==> src/hw/rtl/htfd_pkg.sv <==
// ----------------------------------------------------------------------------
// htfd_pkg
// Shared types, constants and the CRC-8 byte update for the frame decoder.
// ----------------------------------------------------------------------------
package htfd_pkg;

    localparam logic [7:0]  CRC_POLY   = 8'h31;
    localparam logic [7:0]  CRC_INIT   = 8'hFF;
    localparam logic [2:0]  FRAME_LAST = 3'd6;

    localparam logic [9:0]         HUM_SCALE   = 10'd1000;
    localparam logic [10:0]        TEMP_SCALE  = 11'd2000;
    localparam logic signed [11:0] TEMP_OFFSET = 12'sd500;

    // Completed frame handed from the assembler to the scaling stage.
    typedef struct packed {
        logic [19:0] hum_raw;
        logic [19:0] temp_raw;
        logic        crc_ok;
        logic [7:0]  crc6;
        logic [7:0]  status;
    } frame_t;

    // One byte through the CRC-8 register, MSB first.
    function automatic logic [7:0] crc8_byte(input logic [7:0] crc, input logic [7:0] b);
        logic [7:0] c;
        c = crc ^ b;
        for (int k = 0; k < 8; k++)
        begin
            if (c[7])
            begin
                c = {c[6:0], 1'b0} ^ CRC_POLY;
            end
            else
            begin
                c = {c[6:0], 1'b0};
            end
        end
        return c;
    endfunction

endpackage

==> src/hw/rtl/humidity_temperature_frame_decoder.sv <==
// ----------------------------------------------------------------------------
// humidity_temperature_frame_decoder
// Decodes seven-byte sensor frames into humidity and temperature in tenths.
// ----------------------------------------------------------------------------
// Throughput: one byte per cycle while the result register has room, set by the
// byte-wide CRC update in the assembler, which runs once per byte.
// The seventh byte passes the input register, then its result item is registered in the scaling stage.
// Reset is asynchronous and active low; it clears the pipeline valids and
// restarts the frame at the status byte with the CRC at its initial value.
// ----------------------------------------------------------------------------
module humidity_temperature_frame_decoder (
    input  logic                clk,
    input  logic                rst_n,
    input  logic                in_valid,
    output logic                in_stall,
    input  logic [7:0]          rx_byte,
    input  logic                frame_start,
    output logic                out_valid,
    input  logic                out_stall,
    output logic [9:0]          humidity_tenths,
    output logic signed [11:0]  temperature_tenths,
    output logic                crc_ok,
    output logic [7:0]          computed_crc,
    output logic [7:0]          sensor_status
);

    logic             res_valid;
    logic             res_ready;
    htfd_pkg::frame_t res_frame;

    htfd_frame u_frame (
        .clk         (clk),
        .rst_n       (rst_n),
        .in_valid    (in_valid),
        .in_stall    (in_stall),
        .rx_byte     (rx_byte),
        .frame_start (frame_start),
        .res_valid   (res_valid),
        .res_ready   (res_ready),
        .res_frame   (res_frame)
    );

    htfd_scale u_scale (
        .clk                (clk),
        .rst_n              (rst_n),
        .res_valid          (res_valid),
        .res_ready          (res_ready),
        .res_frame          (res_frame),
        .out_valid          (out_valid),
        .out_stall          (out_stall),
        .humidity_tenths    (humidity_tenths),
        .temperature_tenths (temperature_tenths),
        .crc_ok             (crc_ok),
        .computed_crc       (computed_crc),
        .sensor_status      (sensor_status)
    );

endmodule

==> src/hw/rtl/htfd_frame.sv <==
// ----------------------------------------------------------------------------
// htfd_frame
// Input register, byte position, running CRC and raw field assembly.
// ----------------------------------------------------------------------------
module htfd_frame (
    input  logic              clk,
    input  logic              rst_n,
    input  logic              in_valid,
    output logic              in_stall,
    input  logic [7:0]        rx_byte,
    input  logic              frame_start,
    output logic              res_valid,
    input  logic              res_ready,
    output htfd_pkg::frame_t  res_frame
);

    logic        s1_valid_reg, s1_valid_next;
    logic [7:0]  s1_byte_reg;
    logic        s1_start_reg;

    logic [2:0]  pos_reg, pos_next;
    logic [7:0]  crc_reg, crc_next;
    logic [7:0]  crc6_reg, crc6_next;
    logic [19:0] hum_reg, hum_next;
    logic [19:0] temp_reg, temp_next;
    logic [7:0]  status_reg, status_next;

    logic [2:0]  pos_eff;
    logic [7:0]  crc_eff;
    logic [7:0]  crc_new;
    logic        is_last;
    logic        adv;
    logic        accept;

    // A start byte restarts position and CRC before it is taken.
    assign pos_eff = s1_start_reg ? 3'd0 : pos_reg;
    assign crc_eff = s1_start_reg ? htfd_pkg::CRC_INIT : crc_reg;
    assign crc_new = htfd_pkg::crc8_byte(crc_eff, s1_byte_reg);
    assign is_last = (pos_eff == htfd_pkg::FRAME_LAST);

    // Only the byte that completes a frame needs room in the result register.
    assign adv      = s1_valid_reg && (!is_last || res_ready);
    assign in_stall = s1_valid_reg && !adv;
    assign accept   = in_valid && !in_stall;

    assign res_valid           = s1_valid_reg && is_last;
    assign res_frame.hum_raw   = hum_reg;
    assign res_frame.temp_raw  = temp_reg;
    assign res_frame.crc_ok    = (crc_new == 8'h00);
    assign res_frame.crc6      = crc6_reg;
    assign res_frame.status    = status_reg;

    always_comb
    begin
        s1_valid_next = s1_valid_reg;
        if (accept)
        begin
            s1_valid_next = 1'b1;
        end
        else if (adv)
        begin
            s1_valid_next = 1'b0;
        end
    end

    always_comb
    begin
        pos_next    = pos_reg;
        crc_next    = crc_reg;
        crc6_next   = crc6_reg;
        hum_next    = hum_reg;
        temp_next   = temp_reg;
        status_next = status_reg;
        if (adv && (pos_eff <= htfd_pkg::FRAME_LAST))
        begin
            if (is_last)
            begin
                pos_next = 3'd0;
                crc_next = htfd_pkg::CRC_INIT;
            end
            else
            begin
                pos_next = pos_eff + 3'd1;
                crc_next = crc_new;
            end
            case (pos_eff)
                3'd0:
                begin
                    status_next = s1_byte_reg;
                end
                3'd1:
                begin
                    hum_next = {s1_byte_reg, 12'h000};
                end
                3'd2:
                begin
                    hum_next = hum_reg | {8'h00, s1_byte_reg, 4'h0};
                end
                3'd3:
                begin
                    hum_next  = hum_reg | {16'h0000, s1_byte_reg[7:4]};
                    temp_next = {s1_byte_reg[3:0], 16'h0000};
                end
                3'd4:
                begin
                    temp_next = temp_reg | {4'h0, s1_byte_reg, 8'h00};
                end
                3'd5:
                begin
                    temp_next = temp_reg | {12'h000, s1_byte_reg};
                    crc6_next = crc_new;
                end
                default:
                begin
                end
            endcase
        end
    end

    always_ff @(posedge clk or negedge rst_n)
    begin
        if (!rst_n)
        begin
            s1_valid_reg <= 1'b0;
            pos_reg      <= 3'd0;
            crc_reg      <= htfd_pkg::CRC_INIT;
            crc6_reg     <= 8'h00;
            hum_reg      <= 20'h00000;
            temp_reg     <= 20'h00000;
            status_reg   <= 8'h00;
        end
        else
        begin
            s1_valid_reg <= s1_valid_next;
            pos_reg      <= pos_next;
            crc_reg      <= crc_next;
            crc6_reg     <= crc6_next;
            hum_reg      <= hum_next;
            temp_reg     <= temp_next;
            status_reg   <= status_next;
        end
    end

    always_ff @(posedge clk)
    begin
        if (accept)
        begin
            s1_byte_reg  <= rx_byte;
            s1_start_reg <= frame_start;
        end
    end

`ifndef SYNTH
    a_pos_range: assert property (@(posedge clk) disable iff (!rst_n)
        pos_reg <= htfd_pkg::FRAME_LAST)
        else $error("byte position beyond the last frame byte");

    a_last_restarts: assert property (@(posedge clk) disable iff (!rst_n)
        (adv && is_last) |=> (pos_reg == 3'd0 && crc_reg == htfd_pkg::CRC_INIT))
        else $error("frame did not restart after its last byte");

    a_stall_only_last: assert property (@(posedge clk) disable iff (!rst_n)
        in_stall |-> (s1_valid_reg && is_last && !res_ready))
        else $error("input stalled without a blocked result");
`endif

endmodule

==> src/hw/rtl/htfd_scale.sv <==
// ----------------------------------------------------------------------------
// htfd_scale
// Converts raw fields to tenths and holds the result item for the output.
// ----------------------------------------------------------------------------
module htfd_scale (
    input  logic                clk,
    input  logic                rst_n,
    input  logic                res_valid,
    output logic                res_ready,
    input  htfd_pkg::frame_t    res_frame,
    output logic                out_valid,
    input  logic                out_stall,
    output logic [9:0]          humidity_tenths,
    output logic signed [11:0]  temperature_tenths,
    output logic                crc_ok,
    output logic [7:0]          computed_crc,
    output logic [7:0]          sensor_status
);

    logic               out_valid_reg, out_valid_next;
    logic [9:0]         hum_reg, hum_next;
    logic signed [11:0] temp_reg, temp_next;
    logic               ok_reg;
    logic [7:0]         crc6_reg;
    logic [7:0]         status_reg;

    logic [29:0] hum_prod;
    logic [30:0] temp_prod;
    logic        load;

    assign hum_prod  = res_frame.hum_raw * htfd_pkg::HUM_SCALE;
    assign temp_prod = res_frame.temp_raw * htfd_pkg::TEMP_SCALE;

    assign res_ready = !out_valid_reg || !out_stall;
    assign load      = res_valid && res_ready;

    always_comb
    begin
        // A failed CRC gives zero for both measured values.
        if (res_frame.crc_ok)
        begin
            hum_next  = hum_prod[29:20];
            temp_next = $signed({1'b0, temp_prod[30:20]}) - htfd_pkg::TEMP_OFFSET;
        end
        else
        begin
            hum_next  = 10'd0;
            temp_next = 12'sd0;
        end

        out_valid_next = out_valid_reg;
        if (load)
        begin
            out_valid_next = 1'b1;
        end
        else if (!out_stall)
        begin
            out_valid_next = 1'b0;
        end
    end

    always_ff @(posedge clk or negedge rst_n)
    begin
        if (!rst_n)
        begin
            out_valid_reg <= 1'b0;
        end
        else
        begin
            out_valid_reg <= out_valid_next;
        end
    end

    always_ff @(posedge clk)
    begin
        if (load)
        begin
            hum_reg    <= hum_next;
            temp_reg   <= temp_next;
            ok_reg     <= res_frame.crc_ok;
            crc6_reg   <= res_frame.crc6;
            status_reg <= res_frame.status;
        end
    end

    assign out_valid          = out_valid_reg;
    assign humidity_tenths    = hum_reg;
    assign temperature_tenths = temp_reg;
    assign crc_ok             = ok_reg;
    assign computed_crc       = crc6_reg;
    assign sensor_status      = status_reg;

`ifndef SYNTH
    a_fail_zero: assert property (@(posedge clk) disable iff (!rst_n)
        (out_valid_reg && !ok_reg) |-> (hum_reg == 10'd0 && temp_reg == 12'sd0))
        else $error("failed frame carries non-zero values");

    a_hum_range: assert property (@(posedge clk) disable iff (!rst_n)
        out_valid_reg |-> (hum_reg <= 10'd999))
        else $error("humidity beyond full scale");

    a_temp_range: assert property (@(posedge clk) disable iff (!rst_n)
        (out_valid_reg && ok_reg) |-> (temp_reg >= -12'sd500 && temp_reg <= 12'sd1499))
        else $error("temperature beyond full scale");
`endif

endmodule

==> config.mk <==
export PLATFORM = sky130hd
export DESIGN_NAME = humidity_temperature_frame_decoder
export DESIGN_NICKNAME = d
export VERILOG_FILES = /design/src/hw/rtl/htfd_pkg.sv /design/src/hw/rtl/humidity_temperature_frame_decoder.sv /design/src/hw/rtl/htfd_frame.sv /design/src/hw/rtl/htfd_scale.sv
export SDC_FILE = /design/constraint.sdc
export NUM_CORES = 1
export LEC_CHECK = 0
export BUFFER_PORTS_ARGS = -buffer_cell sky130_fd_sc_hd__buf_2
export CELL_PAD_IN_SITES_DETAIL_PLACEMENT = 0
export CELL_PAD_IN_SITES_GLOBAL_PLACEMENT = 1
export CORE_ASPECT_RATIO = 0.5
export CORE_MARGIN = 4
export CORE_UTILIZATION = 43
export DETAILED_ROUTE_END_ITERATION = 8
export GPL_ROUTABILITY_DRIVEN = 0
export PLACE_DENSITY = 0.7
export SYNTH_ARGS = -nofsm -noshare
export SYNTH_HDL_FRONTEND = slang
export SYNTH_SLANG_ARGS = --single-unit
==> constraint.sdc <==
create_clock -name clk -period 6.3 [get_ports clk]
set_input_delay 0.63 -clock clk [delete_from_list [all_inputs] [get_ports clk]]
set_output_delay 0.63 -clock clk [all_outputs]
set_load 0.05 [all_outputs]
* Word level (Yosys, flattened, before mapping) *
Cells that the tools add are included.

word-level totals
  register bits after elaboration = 117
  bits of input ports = 13
  output and inout bits = 41
  logic and storage cells = 80

cells by class
  add/subtract/negate cells = 2
  multipliers = 2
  magnitude comparators = 1
  equality and inequality tests = 7
  mux-type cells = 18
  bitwise gates (word level) = 13
  reductions and logical operators = 22

operators with widths
  kind                                                                  number
  20-bit case mux with 3 select lines                                   2
  20-bit by 7-bit multiplier with 27-bit output, second input constant  2
  6-bit two-way mux                                                     8
  3-bit inverter                                                        8
  20-bit by 12-bit bitwise OR with 20-bit output                        1
  20-bit by 16-bit bitwise OR with 20-bit output                        1
  20-bit by 4-bit bitwise OR with 20-bit output                         1
  20-bit by 8-bit bitwise OR with 20-bit output                         1
  8-bit two-way mux                                                     2
  11-bit by 9-bit subtractor with 12-bit output, second input constant  1
  3-bit == test, second input constant                                  3
  8-bit logical NOT                                                     1
  2-bit AND reduction                                                   4
  8-bit XOR                                                             1
  3-bit by 2-bit == test with 1-bit output, second input constant       2
  1-bit logical AND                                                     6
  3-bit two-way mux                                                     2
  3-bit nonzero test                                                    2
  1-bit logical NOT                                                     5
  1-bit two-way mux                                                     4
  3-bit by 1-bit adder with 3-bit output, second input constant         1
  3-bit by 1-bit == test with 1-bit output, second input constant       1
  3-bit less-or-equal comparator, second input constant                 1
  3-bit logical NOT                                                     1
  3 further kinds                                                       4

* Longest topological paths before layout *
  depth in word-level cells = 19
  depth in mapped cells = 19
  gate-level depth less buffers = 18

* Modules after synthesis *
Synthesis repeated with hierarchy kept, for this count alone.

second synthesis, totals
  cell total of the unflattened synthesis = 960
  area total of the unflattened synthesis = 10835.4 µm²

modules (own cells, without submodules)
  module      times used  cells each  area each (µm²)  sequential area each (µm²)
  htfd_scale  1           676         7453.4           1196.1
  htfd_frame  1           284         3382.0           1981.9

* Worst setup path after synthesis *
OpenSTA, ideal clock, no wires.

  path kind = register to register
  start point = register u_frame.temp_reg[15]
  end point = register u_scale.temp_reg[9], in the netlist u_scale.temperature_tenths[9], data pin
  setup time = 0.254 ns
  arrival time = 4.859 ns
  data required time = 6.046 ns
  path slack = 1.186 ns
  cell stages (with the launch flop) = 17
  path buffers = 1
  clock period less this slack = 5.114 ns
  cells stage by stage = dfrtp_1 > fa_1 > fa_1 > fa_1 > inv_1 > fa_1 > inv_1 > ha_1 > buf_6 > a21o_1 > a21o_1 > a221o_1 > a221o_1 > or4b_4 > o311ai_4 > a21oi_1 > o21a_1

on the way
  longest elaborated chain between the ends = 2

ends and longest elaborated chain
  item                                           RTL line           RTL
  start, declared                                htfd_frame.sv:25   logic [19:0] temp_reg, temp_next;
  start signal, assigned                         htfd_frame.sv:139  temp_reg <= temp_next;
  20-bit by 7-bit multiplier with 27-bit output  htfd_scale.sv:32   assign temp_prod = res_frame.temp_raw * htfd_pkg::TEMP_SCALE;
  11-bit by 9-bit subtractor with 12-bit output  htfd_scale.sv:43   temp_next = $signed({1'b0, temp_prod[30:20]}) - htfd_pkg::TEMP_OFFSET;
  end signal, assigned                           htfd_scale.sv:79   temp_reg <= temp_next;
  end, declared                                  htfd_scale.sv:22   logic signed [11:0] temp_reg, temp_next;

Every way passes these cells.
A chain may end at the register's enable or synchronous reset.

* Final worst setup path *
  start point = register u_frame.temp_reg[11]
  end point = register u_scale.temp_reg[10], in the netlist u_scale.temperature_tenths[10], data pin

The elaborated chain is that of the path after synthesis.

==> impl_metrics.ini <==
[placed_design]
dp_hpwl_mm = 17.4
io_buffers = 53
place_ws_ps = 691

[timing]
setup_violations = 0
max_slew_margin_pct = 38.7
tightest_slew_ps = 919
hold_violations = 0
slew_viol_final = 0
fmax_mhz = 178
rsz0062_at_grt = no
layout_min_cycle_time_ps = 5620
min_period_over_period_pct = 89.3
skew_ps = 14.8
setup_tns_ps = 0
layout_setup_ws_ps = 675

[clock_network]
cts_hold_buf = 0
cts-root-buf = clkbuf_16
clkTransAtPathRegs_ps = 60
clk_latency_ps = 420
cts_tree = built
htreeDepth = 4
clock-sinks = 117
postCtsSetupBuffers = 0
clock_path_buffers = 2
cts_buffers = 17
cts.repair.resized = 0

[logic_synthesis]
ys.flop_type = dfrtp_1
synth-edff-count = 48
ys_ff_latch = 117
synth_fp_nets = 1234
ys_seq_area_share_pct = 29.5
syn_inst = 964
yosysUniqueCellTypes = 65
ys_async_sr_fraction_pct = 59.0
synth_area_leader_cell = fa_1
synth_top_area_share_pct = 25.6
yosys_warnings = 0
synth_area_leaders = fa_1 26%, dfrtp_1 14%, ha_1 14%, edfxtp_1 13%, inv_1 5.7%
syn_area_per_cell_um2 = 11.2
netlist_area_um2 = 10800

[floorplan]
die_area_um2 = 27800
ios = 54
coreArea_um2 = 24300
die_y_um = 120
start_util_pct = 44.3
dieWidth_um = 232
rows = 40

[worst_setup_path]
reg2reg_depth = 18
rrSetupSlack_ps = 680
cp-end-kind = flop
worstSetupStartpoint = u_frame.temp_reg[11]
path_max_fanout = 6
r2r_end = u_scale.temperature_tenths[10]
crit_type = reg -> reg
cp.arrival_ps = 5790
regToRegStartpoint = u_frame.temp_reg[11]
crit_end = u_scale.temperature_tenths[10]
worstPathRequired_ps = 6460
critPathLaunchType = flop

[finish]
fin_util_pct = 49.5
final_cell_mix = 165 x inv_1, 138 x fa_1, 119 x ha_1
finalNetCount = 1293
drive_above_1_share_pct = 12.7
n_antenna_cell = 0
syn2layout_area_growth_pct = 11.7
layout_commonest_cell = inv_1

[global_routing]
grt_usage_pct = 17.5
antenna_found_initial = 0
first_global_vias = 7686
grt_pass1_wl_mm = 38.9
grt_max_degree = 70
grt_overflow = 0

[drt]
drt-pass1-iter-count = 4
drt_wl_total_mm = 22.1
ant_nets = 0
wl_per_cell_um = 16.1
viasPerCell = 5.10
vias = 6996
route.detailed.drc = 0
drtIter0Drc = 285

[min_path]
worstHoldPathType = in -> reg

[run_status]
status = finished, final reports clean

[run]
drv_cap = 0
[through the flow]
step / hold WS, ps / instance area (um^2) / cells
after global placement: 423 / 11400 / 1340
after global routing: 364 / 12000 / 1372
after CTS: 370 / 12000 / 1372
after detailed placement: 433 / 11400 / 1340
after floorplan: 334 / 10800 / 964
final: 388 / 12000 / 1372
[worst min-delay path by stage]
stage | start | end | slack [ps] | cells after the start
5_1_grt | rx_byte[5] | u_frame.s1_byte_reg[5] | 360 | 1
6_report | rx_byte[0] | u_frame.s1_byte_reg[0] | 390 | 1
3_3_place_gp | u_frame.status_reg[4] | u_scale.sensor_status[4] | 420 | 0
3_5_place_dp | u_frame.status_reg[3] | u_scale.sensor_status[3] | 430 | 0
4_1_cts | rx_byte[0] | u_frame.s1_byte_reg[0] | 370 | 1
2_1_floorplan | rst_n | u_frame.crc6_reg[0] | 330 | 0
[critical path, stage by stage (launching register included)]
cell,delay [ps]
dfrtp_1,440
inv_1,170
fa_1,540
fa_1,520
inv_1,50
fa_1,500
inv_1,70
fa_1,510
inv_1,40
ha_1,380
nand2_1,150
nor3_1,60
a21oi_1,420
nand3b_1,160
xnor2_1,240
ha_1,290
nor4_1,530
a21oi_1,150
mux2i_1,160
[layout make-up]
| class | count | area, um^2 |
|---|---|---|
| Clock inverter | 13 | 158 |
| Tap cell | 336 | 420 |
| Fill cell | 2243 | 12300 |
| Sequential cell | 117 | 3180 |
| Timing Repair Buffer | 59 | 310 |
| Clock buffer | 19 | 433 |
| Inverter | 165 | 619 |
| Multi-Input combinational cell | 663 | 6910 |
[cells in the mapped netlist, types with 2 or more instances]
cell type	count
o22a_1	7
or2_2	2
o21ai_1	2
buf_2	5
nand4_1	4
a31o_2	2
xnor3_1	3
nand3b_1	2
dfstp_2	8
a21o_1	13
and3_1	11
fa_1	138
a221o_1	2
a221oi_1	3
nand2b_1	7
xor2_1	17
ha_1	119
nand2_1	32
o22ai_1	2
nor2b_1	6
a31oi_1	5
inv_1	165
o21ai_0	21
a211oi_1	9
clkbuf_1	12
and2_1	5
nor2_1	73
mux2i_1	6
a211o_1	6
nand3_1	15
edfxtp_1	48
xnor2_1	24
o211ai_1	4
o21a_1	4
nor3_1	12
a21oi_1	58
dfrtp_1	61
o31ai_1	3
mux2_2	22
[cell families (layout without fill, tap and decap cells)]
logic type               Yosys count  after routing  share of synthesized area [%]
AND/OR/NAND/NOR                  181            181                           8.08
XOR/XNOR                          45             45                           4.18
adder cells (fa/ha/maj)          257            257                           39.5
AO/OA/AOI/OAI                    152            152                           9.36
multiplexers                      28             28                           2.86
flip-flops                       117            117                           29.5
buffers and inverters            184            256                           6.54
[routing by layer]
metal  share of wire [%]  wire length (um)  vias to the layer above  GRT usage, %
met3                 3.5               772                       21          2.73
met2                  49             10800                       83          29.5
met5                   0                 0                        -             0
met4                0.98               216                        0          3.95
met1                  47             10400                     3545          24.2
li1                    -                 -                     3347             -
Power is left out: the tool's default activity adds up to more than one toggle a clock period on the data nets, which glitch-free logic cannot reach.
